<file path="config.mk">
export PLATFORM = sky130hd
export DESIGN_NAME = fuzzy_pd_servo_gain_flat
export DESIGN_NICKNAME = d
export VERILOG_FILES = /design/src/hdl/fpsg_pkg.sv /design/src/hdl/fpsg_if.sv /design/src/hdl/fpsg_div.sv /design/src/hdl/fuzzy_pd_servo_gain.sv /design/src/flat_wrapper.sv
export SDC_FILE = /design/constraint.sdc
export NUM_CORES = 2
export LEC_CHECK = 0
export BUFFER_PORTS_ARGS = -buffer_cell sky130_fd_sc_hd__buf_2
export CORE_MARGIN = 5
export CORE_UTILIZATION = 27
export CTS_CLUSTER_DIAMETER = 150
export DETAILED_ROUTE_END_ITERATION = 10
export PLACE_DENSITY_LB_ADDON = 0.05
export SLEW_MARGIN = 20
export SYNTH_ARGS = -nofsm -noshare
export SYNTH_HDL_FRONTEND = slang
export SYNTH_SLANG_ARGS = --single-unit
</file>
<file path="constraint.sdc">
create_clock -name clk -period 105.4 [get_ports clk]
set_input_delay 5.27 -clock clk [delete_from_list [all_inputs] [get_ports clk]]
set_output_delay 5.27 -clock clk [all_outputs]
set_load 0.005 [all_outputs]
</file>
<file path="src/hdl/fpsg_pkg.sv">
// ----------------------------------------------------------------------------
// fpsg_pkg
// Shared types, widths and the rule table of the fuzzy PD servo gain block.
// ----------------------------------------------------------------------------
package fpsg_pkg;

  localparam int IN_W      = 16;
  localparam int DRIVE_W   = 11;
  localparam int CFG_IDX_W = 3;
  localparam int CFG_DAT_W = 8;
  localparam int BRK_W     = 7;
  localparam int WGT_W     = 7;
  localparam int SEG_W     = 3;
  localparam int LVL_W     = 3;

  localparam int DIV_NW = 22;
  localparam int DIV_DW = 15;
  localparam int DIV_QW = 11;
  localparam int DIV_WW = DIV_NW + DIV_QW;

  localparam logic [WGT_W-1:0] FULL_WEIGHT = 7'd100;

  localparam logic [CFG_IDX_W-1:0] REG_OUTPUT_STEP = 3'd0;
  localparam logic [CFG_IDX_W-1:0] REG_ERR_BREAK1  = 3'd1;
  localparam logic [CFG_IDX_W-1:0] REG_ERR_BREAK2  = 3'd2;
  localparam logic [CFG_IDX_W-1:0] REG_ERR_BREAK3  = 3'd3;
  localparam logic [CFG_IDX_W-1:0] REG_RATE_BREAK1 = 3'd4;
  localparam logic [CFG_IDX_W-1:0] REG_RATE_BREAK2 = 3'd5;
  localparam logic [CFG_IDX_W-1:0] REG_RATE_BREAK3 = 3'd6;

  localparam logic [LVL_W-1:0] RULE_TAB [7][7] = '{
    '{3'd0, 3'd0, 3'd1, 3'd1, 3'd2, 3'd2, 3'd3},
    '{3'd0, 3'd1, 3'd1, 3'd2, 3'd2, 3'd3, 3'd4},
    '{3'd1, 3'd1, 3'd2, 3'd3, 3'd4, 3'd5, 3'd6},
    '{3'd1, 3'd2, 3'd3, 3'd4, 3'd5, 3'd6, 3'd6},
    '{3'd2, 3'd3, 3'd4, 3'd5, 3'd6, 3'd6, 3'd6},
    '{3'd3, 3'd4, 3'd5, 3'd6, 3'd6, 3'd6, 3'd6},
    '{3'd4, 3'd5, 3'd6, 3'd6, 3'd6, 3'd6, 3'd6}
  };

  typedef struct packed {
    logic [SEG_W-1:0]  seg;
    logic              frc;
    logic [WGT_W-1:0]  fw;
    logic [DIV_DW-1:0] num;
    logic [DIV_DW-1:0] den;
  } mem_t;

  typedef struct packed {
    logic [SEG_W-1:0] seg;
    logic             frc;
    logic [WGT_W-1:0] fw;
  } side_t;

  function automatic mem_t member_sel(logic signed [IN_W-1:0] x, logic [BRK_W-1:0] r1,
                                      logic [BRK_W-1:0] r2, logic [BRK_W-1:0] r3);
    logic signed [17:0] xs, b1, b2, b3, n, d;
    mem_t m;
    xs = {{2{x[IN_W-1]}}, x};
    b1 = {3'b000, r1, 8'h00};
    b2 = {3'b000, r2, 8'h00};
    b3 = {3'b000, r3, 8'h00};
    m = '0;
    n = '0;
    d = '0;
    if (xs > -b3 && xs < b3) begin
      priority if (xs <= -b2) begin
        m.seg = 3'd1; n = -b2 - xs; d = b3 - b2;
      end else if (xs <= -b1) begin
        m.seg = 3'd2; n = -b1 - xs; d = b2 - b1;
      end else if (xs <= 18'sd0) begin
        m.seg = 3'd3; n = -xs; d = b1;
      end else if (xs <= b1) begin
        m.seg = 3'd4; n = b1 - xs; d = b1;
      end else if (xs <= b2) begin
        m.seg = 3'd5; n = b2 - xs; d = b2 - b1;
      end else begin
        m.seg = 3'd6; n = b3 - xs; d = b3 - b2;
      end
      if (n <= 18'sd0) begin
        m.frc = 1'b1;
      end else if (n >= d) begin
        m.frc = 1'b1;
        m.fw  = FULL_WEIGHT;
      end else begin
        m.num = n[DIV_DW-1:0];
        m.den = d[DIV_DW-1:0];
      end
    end else if (xs <= -b3) begin
      m.seg = 3'd1; m.frc = 1'b1; m.fw = FULL_WEIGHT;
    end else begin
      m.seg = 3'd6; m.frc = 1'b1;
    end
    return m;
  endfunction

endpackage

</file>
<file path="src/hdl/fpsg_if.sv">
// ----------------------------------------------------------------------------
// fpsg_in_if / fpsg_out_if
// Request channels of the fuzzy PD servo gain block.
// ----------------------------------------------------------------------------
interface fpsg_in_if;
  logic               valid;
  logic               ready;
  logic signed [15:0] error_value;
  logic signed [15:0] error_rate;
  modport source (output valid, output error_value, output error_rate, input ready);
  modport sink (input valid, input error_value, input error_rate, output ready);
endinterface

interface fpsg_out_if;
  logic        valid;
  logic        ready;
  logic [10:0] drive_value;
  logic        no_rule_fired;
  modport source (output valid, output drive_value, output no_rule_fired, input ready);
  modport sink (input valid, input drive_value, input no_rule_fired, output ready);
endinterface

</file>
<file path="src/hdl/fpsg_div.sv">
// ----------------------------------------------------------------------------
// fpsg_div
// Pipelined restoring divider, one quotient bit per register stage.
// ----------------------------------------------------------------------------
module fpsg_div (
  input  logic                       clk,
  input  logic                       rst_n,
  input  logic                       en,
  input  logic                       in_valid,
  input  logic [fpsg_pkg::DIV_NW-1:0] in_num,
  input  logic [fpsg_pkg::DIV_DW-1:0] in_den,
  output logic                       out_valid,
  output logic [fpsg_pkg::DIV_QW-1:0] out_quo
);
  import fpsg_pkg::*;

  logic [DIV_NW-1:0] rem_r [DIV_QW];
  logic [DIV_DW-1:0] den_r [DIV_QW];
  logic [DIV_QW-1:0] quo_r [DIV_QW];
  logic              vld_r [DIV_QW];

  for (genvar s = 0; s < DIV_QW; s++) begin : g_stage
    logic [DIV_NW-1:0] rem_in, rem_nxt;
    logic [DIV_DW-1:0] den_in;
    logic [DIV_QW-1:0] quo_in, quo_nxt;
    logic              vld_in;
    logic [DIV_WW-1:0] shd;
    logic              ge;

    if (s == 0) begin : g_first
      assign rem_in = in_num;
      assign den_in = in_den;
      assign quo_in = '0;
      assign vld_in = in_valid;
    end else begin : g_next
      assign rem_in = rem_r[s-1];
      assign den_in = den_r[s-1];
      assign quo_in = quo_r[s-1];
      assign vld_in = vld_r[s-1];
    end

    always_comb begin
      shd     = DIV_WW'(den_in) << (DIV_QW - 1 - s);
      ge      = DIV_WW'(rem_in) >= shd;
      rem_nxt = ge ? DIV_NW'(DIV_WW'(rem_in) - shd) : rem_in;
      quo_nxt = quo_in;
      quo_nxt[DIV_QW-1-s] = ge;
    end

    always_ff @(posedge clk) begin
      if (!rst_n) begin
        vld_r[s] <= 1'b0;
      end else if (en) begin
        vld_r[s] <= vld_in;
      end
      if (en) begin
        rem_r[s] <= rem_nxt;
        den_r[s] <= den_in;
        quo_r[s] <= quo_nxt;
      end
    end
  end

  assign out_valid = vld_r[DIV_QW-1];
  assign out_quo   = quo_r[DIV_QW-1];

endmodule

</file>
<file path="src/hdl/fuzzy_pd_servo_gain.sv">
// ----------------------------------------------------------------------------
// fuzzy_pd_servo_gain
// Fuzzy PD gain: membership of error and rate, 7x7 rule table, weighted mean.
// ----------------------------------------------------------------------------
//  Channel  Direction  Contents
//  in_ch    sink       error_value, error_rate (signed Q7.8)
//  out_ch   source     drive_value, no_rule_fired
//  cfg_*    write      output_step and six breakpoints, no read-back
//
// One request enters per cycle while the output is not stalled; its result
// passes the membership stage, five rule and sum stages and two 11-stage
// divider pipelines in series.
// Reset clears the valid bits and loads the register defaults.
// A stalled output holds the whole pipeline; nothing is dropped or repeated.
module fuzzy_pd_servo_gain (
  input  logic                             clk,
  input  logic                             rst_n,
  fpsg_in_if.sink                          in_ch,
  fpsg_out_if.source                       out_ch,
  input  logic                             cfg_we,
  input  logic [fpsg_pkg::CFG_IDX_W-1:0]   cfg_index,
  input  logic [fpsg_pkg::CFG_DAT_W-1:0]   cfg_data
);
  import fpsg_pkg::*;

  logic [7:0]       step_r;
  logic [BRK_W-1:0] eb1_r, eb2_r, eb3_r, rb1_r, rb2_r, rb3_r;

  always_ff @(posedge clk) begin
    if (!rst_n) begin
      step_r <= 8'd10;
      eb1_r <= 7'd20; eb2_r <= 7'd40; eb3_r <= 7'd60;
      rb1_r <= 7'd7;  rb2_r <= 7'd15; rb3_r <= 7'd20;
    end else if (cfg_we) begin
      unique case (cfg_index)
        REG_OUTPUT_STEP: step_r <= cfg_data;
        REG_ERR_BREAK1:  eb1_r <= cfg_data[BRK_W-1:0];
        REG_ERR_BREAK2:  eb2_r <= cfg_data[BRK_W-1:0];
        REG_ERR_BREAK3:  eb3_r <= cfg_data[BRK_W-1:0];
        REG_RATE_BREAK1: rb1_r <= cfg_data[BRK_W-1:0];
        REG_RATE_BREAK2: rb2_r <= cfg_data[BRK_W-1:0];
        REG_RATE_BREAK3: rb3_r <= cfg_data[BRK_W-1:0];
        default: ;
      endcase
    end
  end

  logic en;
  assign en          = !out_ch.valid || out_ch.ready;
  assign in_ch.ready = en;

  // Membership stage.
  mem_t me_r, mr_r;
  logic v1_r;
  always_ff @(posedge clk) begin
    if (!rst_n) v1_r <= 1'b0;
    else if (en) v1_r <= in_ch.valid;
    if (en) begin
      me_r <= member_sel(in_ch.error_value, eb1_r, eb2_r, eb3_r);
      mr_r <= member_sel(in_ch.error_rate, rb1_r, rb2_r, rb3_r);
    end
  end

  logic              dve, dvr;
  logic [DIV_QW-1:0] qe, qr;
  fpsg_div u_div_err (
    .clk(clk), .rst_n(rst_n), .en(en), .in_valid(v1_r),
    .in_num(DIV_NW'(me_r.num) * DIV_NW'(100)), .in_den(me_r.den),
    .out_valid(dve), .out_quo(qe)
  );
  fpsg_div u_div_rate (
    .clk(clk), .rst_n(rst_n), .en(en), .in_valid(v1_r),
    .in_num(DIV_NW'(mr_r.num) * DIV_NW'(100)), .in_den(mr_r.den),
    .out_valid(dvr), .out_quo(qr)
  );

  side_t se_r [DIV_QW];
  side_t sr_r [DIV_QW];
  always_ff @(posedge clk) begin
    if (en) begin
      se_r[0] <= '{seg: me_r.seg, frc: me_r.frc, fw: me_r.fw};
      sr_r[0] <= '{seg: mr_r.seg, frc: mr_r.frc, fw: mr_r.fw};
      for (int i = 1; i < DIV_QW; i++) begin
        se_r[i] <= se_r[i-1];
        sr_r[i] <= sr_r[i-1];
      end
    end
  end

  // Rule lookup and strengths.
  side_t             de, dr;
  logic [WGT_W-1:0]  p0, p1, d0, d1;
  logic [LVL_W-1:0]  lvl_nxt [4];
  logic [WGT_W-1:0]  str_nxt [4];
  always_comb begin
    de = se_r[DIV_QW-1];
    dr = sr_r[DIV_QW-1];
    p0 = de.frc ? de.fw : qe[WGT_W-1:0];
    d0 = dr.frc ? dr.fw : qr[WGT_W-1:0];
    p1 = FULL_WEIGHT - p0;
    d1 = FULL_WEIGHT - d0;
    lvl_nxt[0] = RULE_TAB[de.seg - 3'd1][dr.seg - 3'd1];
    lvl_nxt[1] = RULE_TAB[de.seg][dr.seg - 3'd1];
    lvl_nxt[2] = RULE_TAB[de.seg - 3'd1][dr.seg];
    lvl_nxt[3] = RULE_TAB[de.seg][dr.seg];
    str_nxt[0] = (p0 <= d0) ? p0 : d0;
    str_nxt[1] = (p1 <= d0) ? p1 : d0;
    str_nxt[2] = (p0 <= d1) ? p0 : d1;
    str_nxt[3] = (p1 <= d1) ? p1 : d1;
  end

  logic [LVL_W-1:0] lvl2_r [4];
  logic [WGT_W-1:0] str2_r [4];
  logic             v2_r;
  always_ff @(posedge clk) begin
    if (!rst_n) v2_r <= 1'b0;
    else if (en) v2_r <= dve && dvr;
    if (en) begin
      lvl2_r <= lvl_nxt;
      str2_r <= str_nxt;
    end
  end

  // Only the strongest rule of each output level survives.
  logic [WGT_W-1:0] ded [4];
  always_comb begin
    ded = str2_r;
    for (int a = 0; a < 3; a++) begin
      for (int b = a + 1; b < 4; b++) begin
        if (lvl2_r[a] == lvl2_r[b]) begin
          if (ded[a] > ded[b]) ded[b] = '0;
          else ded[a] = '0;
        end
      end
    end
  end

  logic [LVL_W-1:0] lvl3_r [4];
  logic [WGT_W-1:0] str3_r [4];
  logic             v3_r;
  always_ff @(posedge clk) begin
    if (!rst_n) v3_r <= 1'b0;
    else if (en) v3_r <= v2_r;
    if (en) begin
      lvl3_r <= lvl2_r;
      str3_r <= ded;
    end
  end

  logic [9:0] t1_r [4];
  logic [8:0] den4_r, den5_r, den6_r;
  logic       v4_r, v5_r, v6_r;
  always_ff @(posedge clk) begin
    if (!rst_n) v4_r <= 1'b0;
    else if (en) v4_r <= v3_r;
    if (en) begin
      for (int k = 0; k < 4; k++) begin
        t1_r[k] <= 10'(str3_r[k] * (4'(lvl3_r[k]) + 4'd2));
      end
      den4_r <= 9'(str3_r[0]) + 9'(str3_r[1]) + 9'(str3_r[2]) + 9'(str3_r[3]);
    end
  end

  logic [17:0] t2_r [4];
  always_ff @(posedge clk) begin
    if (!rst_n) v5_r <= 1'b0;
    else if (en) v5_r <= v4_r;
    if (en) begin
      for (int k = 0; k < 4; k++) begin
        t2_r[k] <= 18'(t1_r[k] * step_r);
      end
      den5_r <= den4_r;
    end
  end

  logic [19:0] num6_r;
  always_ff @(posedge clk) begin
    if (!rst_n) v6_r <= 1'b0;
    else if (en) v6_r <= v5_r;
    if (en) begin
      num6_r <= 20'(t2_r[0]) + 20'(t2_r[1]) + 20'(t2_r[2]) + 20'(t2_r[3]);
      den6_r <= den5_r;
    end
  end

  logic              vq;
  logic [DIV_QW-1:0] qf;
  fpsg_div u_div_out (
    .clk(clk), .rst_n(rst_n), .en(en), .in_valid(v6_r),
    .in_num(DIV_NW'(num6_r)), .in_den(DIV_DW'(den6_r)),
    .out_valid(vq), .out_quo(qf)
  );

  logic [DIV_QW-1:0] zd_r;
  always_ff @(posedge clk) begin
    if (en) zd_r <= {zd_r[DIV_QW-2:0], den6_r == 9'd0};
  end

  assign out_ch.valid         = vq;
  assign out_ch.no_rule_fired = zd_r[DIV_QW-1];
  assign out_ch.drive_value   = zd_r[DIV_QW-1] ? '0 : DRIVE_W'(qf);

endmodule

</file>
<file path="src/flat_wrapper.sv">
// flat-port wrapper written by rule: the top's interface ports become plain ports
module fuzzy_pd_servo_gain_flat import fpsg_pkg::*;
  (clk, rst_n, cfg_we, cfg_index, cfg_data, in_ch_valid, in_ch_error_value, in_ch_error_rate, in_ch_ready, out_ch_valid, out_ch_drive_value, out_ch_no_rule_fired, out_ch_ready);
  fpsg_in_if in_ch_i ();
  fpsg_out_if out_ch_i ();
  input  logic clk;
  input  logic rst_n;
  input  logic cfg_we;
  input  logic [fpsg_pkg::CFG_IDX_W-1:0] cfg_index;
  input  logic [fpsg_pkg::CFG_DAT_W-1:0] cfg_data;
  input wire logic [$bits(in_ch_i.valid)-1:0] in_ch_valid;
  input wire logic [$bits(in_ch_i.error_value)-1:0] in_ch_error_value;
  input wire logic [$bits(in_ch_i.error_rate)-1:0] in_ch_error_rate;
  output wire logic [$bits(in_ch_i.ready)-1:0] in_ch_ready;
  output wire logic [$bits(out_ch_i.valid)-1:0] out_ch_valid;
  output wire logic [$bits(out_ch_i.drive_value)-1:0] out_ch_drive_value;
  output wire logic [$bits(out_ch_i.no_rule_fired)-1:0] out_ch_no_rule_fired;
  input wire logic [$bits(out_ch_i.ready)-1:0] out_ch_ready;
  assign in_ch_i.valid = in_ch_valid;
  assign in_ch_i.error_value = in_ch_error_value;
  assign in_ch_i.error_rate = in_ch_error_rate;
  assign in_ch_ready = in_ch_i.ready;
  assign out_ch_valid = out_ch_i.valid;
  assign out_ch_drive_value = out_ch_i.drive_value;
  assign out_ch_no_rule_fired = out_ch_i.no_rule_fired;
  assign out_ch_i.ready = out_ch_ready;
  fuzzy_pd_servo_gain u_core (.clk(clk), .rst_n(rst_n), .in_ch(in_ch_i), .out_ch(out_ch_i), .cfg_we(cfg_we), .cfg_index(cfg_index), .cfg_data(cfg_data));
endmodule
</file>
# [After elaboration in Yosys (flattened, before gate mapping)]
# Memories as Yosys holds them, arrays and structs flattened.
# Cells that the tools add are included.
[totals] ff_bits=276 latch_bits=0 ram_bits=1971 rom_bits=336 inputBits=48 output_inout_bits=14 elab_cells=442 mem_count=18
[classes] addsub=69 n_mul=10 div_mod_pow=0 n_lt_le_gt_ge=67 n_eq_ne=12 n_shift=0 mux=167 bitwise=39 n_reduce_logical=16
[memory_table] name="u_core.u_div_err.rem_r" words=11 word_bits=22 rd=10 rd_ports_with_merged_regs=0 write_ports=11 line="fpsg_div.sv:17" rtl="logic [DIV_NW-1:0] rem_r [DIV_QW];"
[memory_table] name="u_core.u_div_out.rem_r" words=11 word_bits=22 rd=10 rd_ports_with_merged_regs=0 write_ports=11 line="fpsg_div.sv:17"
[memory_table] name="u_core.u_div_rate.rem_r" words=11 word_bits=22 rd=10 rd_ports_with_merged_regs=0 write_ports=11 line="fpsg_div.sv:17"
[memory_table] name="(no name shown)" words=8 word_bits=21 rd=1 rd_ports_with_merged_regs=0 write_ports=0 line="fuzzy_pd_servo_gain.sv:103" rtl="lvl_nxt[1] = RULE_TAB[de.seg][dr.seg - 3'd1];"
[memory_table] name="(no name shown)" words=8 word_bits=21 rd=1 rd_ports_with_merged_regs=0 write_ports=0 line="fuzzy_pd_servo_gain.sv:102" rtl="lvl_nxt[0] = RULE_TAB[de.seg - 3'd1][dr.seg - 3'd1];"
[memory_table] name="u_core.u_div_err.den_r" words=11 word_bits=15 rd=10 rd_ports_with_merged_regs=0 write_ports=11 line="fpsg_div.sv:18" rtl="logic [DIV_DW-1:0] den_r [DIV_QW];"
[memory_table] name="+12 memories"
[op_table] operator="22-bit 2-to-1 mux" count=33
[op_table] operator="18-bit 2-to-1 mux" count=28
[op_table] operator="22-bit subtractor" count=11
[op_table] operator="7-bit 2-to-1 mux" count=26
[op_table] operator="16-bit by 18-bit less-or-equal comparator with 1-bit output" count=6
[op_table] operator="15-bit negation with 18-bit output" count=6
[op_table] operator="16-bit by 16-bit subtractor with 17-bit output" count=6
[op_table] operator="21-bit 2-to-1 mux" count=4
[op_table] operator="37-bit 2-to-1 mux" count=2
[op_table] operator="22-bit by 24-bit >= comparator with 1-bit output" count=3
[op_table] operator="10-bit by 8-bit multiplier with 18-bit output" count=4
[op_table] operator="18-bit by 16-bit subtractor with 18-bit output" count=4
[op_table] operator="22-bit by 23-bit >= comparator with 1-bit output" count=3
[op_table] operator="22-bit by 15-bit >= comparator with 1-bit output" count=3
[op_table] operator="22-bit by 16-bit >= comparator with 1-bit output" count=3
[op_table] operator="22-bit by 17-bit >= comparator with 1-bit output" count=3
[op_table] operator="22-bit by 18-bit >= comparator with 1-bit output" count=3
[op_table] operator="22-bit by 19-bit >= comparator with 1-bit output" count=3
[op_table] operator="22-bit by 20-bit >= comparator with 1-bit output" count=3
[op_table] operator="22-bit by 21-bit >= comparator with 1-bit output" count=3
[op_table] operator="22-bit >= comparator" count=3
[op_table] operator="22-bit by 15-bit subtractor with 22-bit output" count=3
[op_table] operator="22-bit by 16-bit subtractor with 22-bit output" count=3
[op_table] operator="22-bit by 17-bit subtractor with 22-bit output" count=3
[op_table] operator="other kinds (50)" count=211

# [Logic depth before layout (Yosys ltp)]
[depth] depth_word=15 mapped_depth=51 mapped_depth_nobuf=46

# [By module]
# From an unflattened synthesis, not the netlist that was laid out.
[hier_totals] hier_cells=10302 area_unflattened_um2=114790.1
[modules_own_cells] module="fpsg_div at u_core.u_div_out ..." instances=2 cells_each=1901 area_per_inst_um2=23211.0 seq_area_each_um2=13412.9
[modules_own_cells] module="fuzzy_pd_servo_gain" instances=1 cells_each=4594 area_per_inst_um2=45065.7 seq_area_each_um2=13553.0
[modules_own_cells] module="fpsg_div at u_core.u_div_err" instances=1 cells_each=1906 area_per_inst_um2=23302.3 seq_area_each_um2=13412.9

# [Worst setup path before layout]
# No wires, ideal clock.
[synth_timing] path_type="input to output" from="input out_ch_ready" to="output in_ch_ready" t_arrival_ns=42.844 required_ns=100.130 path_slack_ns=57.286 path_stages=3 n_path_buf=1 path_cell_list="nor2b_1 inv_1 clkbuf_1"
[synth_via] elab_chain_cells=1
[synth_lines] element="start, declared" line="flat_wrapper.sv:18" rtl="input wire logic [$bits(out_ch_i.ready)-1:0] out_ch_ready;"
[synth_lines] element="1-bit logical OR" line="fuzzy_pd_servo_gain.sv:49" rtl="assign en = !out_ch.valid || out_ch.ready;"
[synth_lines] element="end, declared" line="flat_wrapper.sv:14" rtl="output wire logic [$bits(in_ch_i.ready)-1:0] in_ch_ready;"
# No other way between the ends.

# [Worst setup path after layout]
# Ends and elaborated chain as after synthesis.

==> results.json <==
{
  "tightest_slew_ns": 1.02,
  "gp_congestion": 0.829,
  "numCtsBuffers": 189,
  "grt_pass1_wl_um": 370000,
  "synth_xor_area_share_pct": 4.86,
  "root_buffer": "clkbuf_16",
  "row_count": 212,
  "ctsHtreeMaxLevel": 4,
  "worstPathRequired_ns": 100.13,
  "muxShareOfSynthArea_pct": 1.63,
  "slew_violations": 0,
  "reg2reg_depth": 45,
  "synth.most_common_cell": "edfxtp_1",
  "cts_setup_buffers": 0,
  "drtAntennaViolNets": 0,
  "dieArea_um2": 348000,
  "grt_overflow_total": 0,
  "hold_path_class": "flip-flop to flip-flop",
  "synthesis.area_um2": 90700,
  "die_w_um": 590,
  "max_freq_ghz": 0.0824,
  "p_leak_nw": 43.3,
  "max-vdd-ir-drop_v": 0.0000166,
  "first_iter_violations": 2818,
  "max_stage_delay_ns": 0.73,
  "synth_top_area_share_pct": 46.6,
  "clock-sinks": 1466,
  "worstSkewPairLatency_ns": 0.87,
  "timing.final.setup_violations": 0,
  "arrival_ns": 6.86,
  "synthAdderAreaFrac_pct": 18.5,
  "endpoint_kind": "output pin",
  "rsz0062_at_grt": "false",
  "cts_hold_buf": 0,
  "async_flop_share_pct": 0,
  "r2r_end": "u_core.str3_r[6]$_DFFE_PN_",
  "syn_avg_cell_area_um2": 11.3,
  "reg2reg_slack_ns": 94.66,
  "finalCritPeriodShare_pct": 11.5,
  "yosys.area.top_type": "edfxtp_1",
  "whs_path_depth": 0,
  "max_slew_margin_pct": 31.1,
  "core_um2": 334000,
  "nNetsFinal": 9393,
  "p_per_area_nw_per_um2": 26.3,
  "synth-compound-area-share_pct": 9.41,
  "fp.dieH_um": 590,
  "ys_ff_latch": 1466,
  "synth_flop_cell": "edfxtp_1",
  "synth_nets": 9258,
  "fin_crit_ns": 12.13,
  "synth_area_leaders": "edfxtp_1 47%, ha_1 12%, fa_1 6.9%",
  "viasPerCell": 4.58,
  "min_to": "u_core.u_div_out.quo_r[5][7]$_DFFE_PN_",
  "fill_cells": 34000,
  "dp_cells": 12400,
  "track_usage_pct": 13.5,
  "status": "complete, no violations",
  "hpwl_um": 180000,
  "yosys_warnings": 0,
  "start_util_pct": 27.1,
  "tns_ns": 0,
  "post_drt_wl_per_cell_um": 18.7,
  "critPathMaxFanout": 99,
  "skew_ns": 0.0502,
  "ys_seq_area_share_pct": 47.9,
  "dr.pass1.iters": 5,
  "grt_max_degree": 151,
  "reg2reg_from": "u_core.str2_r[22]$_DFFE_PN_",
  "max_cap_violations": 0,
  "crit_path_start_kind": "primary input",
  "ctsResizeCount": 0,
  "io_buffers": 61,
  "post-route-drc-count": 0,
  "synth_top_family_by_area": "adder cells",
  "cts_buffer_depth": 4,
  "syn_inst": 8060,
  "detail_route.wirelength_um": 238000,
  "grt_pass1_vias": 60600,
  "synth-edff-count": 1407,
  "synth_cell_types": 98,
  "cts_tree": "built",
  "synth-simple-area-share_pct": 12.9,
  "drive_above_1_share_pct": 5.94,
  "vias": 58400,
  "crit_top_cell": "buf_2",
  "slowest_stage": "nor2b_1",
  "hold_violations": 0,
  "yosys-top-cells-count": "1407 x edfxtp_1, 1000 x inv_1, 835 x ha_1",
  "path_cells": "buf_2 -> nor2b_1 -> inv_8 -> buf_2",
  "grt_antenna_before_repair": 3,
  "worstHoldStart": "u_core.u_div_out.quo_r[4][7]$_DFFE_PN_",
  "clk_transition_reported_paths_ns": 0.06,
  "io_pins": 62,
  "areaGrowthSynthToFinish_pct": 12.6,
  "critPathKind": "primary input to output pin",
  "fin_cells": 12700
}
==> placed cells by master (no fill, tap or decap), types with 61 or more instances in the layout <==
cell type / instances
a21boi_0: 88
a21o_1: 150
a21oi_1: 372
and2_1: 256
and3_1: 65
buf_2: 61
clkbuf_16: 191
edfxtp_1: 1407
fa_1: 315
ha_1: 835
inv_1: 999
mux2i_1: 80
nand2_1: 618
nand2b_1: 108
nand3_1: 114
nand4_1: 63
nor2_1: 421
nor2b_1: 155
nor3_1: 171
nor4_1: 117
o21ai_0: 320
xnor2_1: 322
xor2_1: 181
==> report_power, final <==
part | internal [mW] | leakage [nW] | total (mW) | switching (mW)
combinational | 0.465 | 24.1 | 1.06 | 0.590
sequential | 0.880 | 16.3 | 1.01 | 0.132
clock | 0.357 | 2.84 | 0.615 | 0.259
==> how the worst max path moves through the flow <==
stage / start / endpoint / slack (ns)
3_5_place_dp: out_ch_ready / in_ch_ready / 93.18
4_1_cts: out_ch_ready / in_ch_ready / 93.17
6_report: out_ch_ready / in_ch_ready / 93.27
3_3_place_gp: out_ch_ready / in_ch_ready / 93.19
5_1_grt: out_ch_ready / in_ch_ready / 93.06
2_1_floorplan: out_ch_ready / in_ch_ready / 57.29
==> metal layers <==
metal | wire length [um] | vias up | global-route usage (%)
met5 | 0 | - | 0
met4 | 5040 | 0 | 2.95
met3 | 7050 | 283 | 1.70
met2 | 109000 | 649 | 22.1
met1 | 117000 | 28600 | 19.1
li1 | - | 28900 | -
==> area by class of cell <==
| class | count | area, um2 | area share (%) |
|---|---|---|---|
| Multi-Input combinational cell | 5426 | 42900 | 42.0 |
| Timing Repair Buffer | 110 | 686 | 0.671 |
| Clock inverter | 113 | 912 | 0.893 |
| Tap cell | 4387 | 5490 | 5.37 |
| Antenna cell | 4 | 10.0 | 0.00980 |
| Inverter | 1002 | 3770 | 3.69 |
| Clock buffer | 222 | 4910 | 4.80 |
| Sequential cell | 1466 | 43400 | 42.5 |
==> logic make-up after synthesis <==
kind of cell / after synthesis
flops: 1466
mux: 140
fa+ha+maj: 1150
xor+xnor: 504
buf+inv: 1168
simple gates: 2290
compound gates: 1342
==> critical path, delay by kind of cell <==
kind,cells,cell delay [ns]
simple gates,1,0.73
buf+inv,3,0.81
==> state kept, by name, indices dropped and copies added, names as in the netlist, 66 cells and up <==
name                     cells
u_core.t2_r                 72
u_core.u_div_err.den_r      70
u_core.u_div_err.rem_r     200
u_core.u_div_out.den_r      90
u_core.u_div_out.quo_r      66
u_core.u_div_out.rem_r     219
u_core.u_div_rate.den_r     70
u_core.u_div_rate.rem_r    200
==> stage by stage <==
stage | hold slack [ns] | util, % | setup slack, ns | cell area, um2 | total power, mW
global placement | 0.400 | 28.8 | 93.19 | 96300 | 2.10
global route | 0.415 | 30.6 | 93.06 | 102000 | 2.92
CTS | 0.397 | 30.6 | 93.17 | 102000 | 2.75
finish | 0.399 | 30.6 | 93.27 | 102000 | 2.68
detailed placement | 0.405 | 28.8 | 93.18 | 96300 | 2.10
floorplan | 0.400 | - | 57.29 | 90700 | 1.77
No activity file was read; power rests on OpenSTA's default activity.
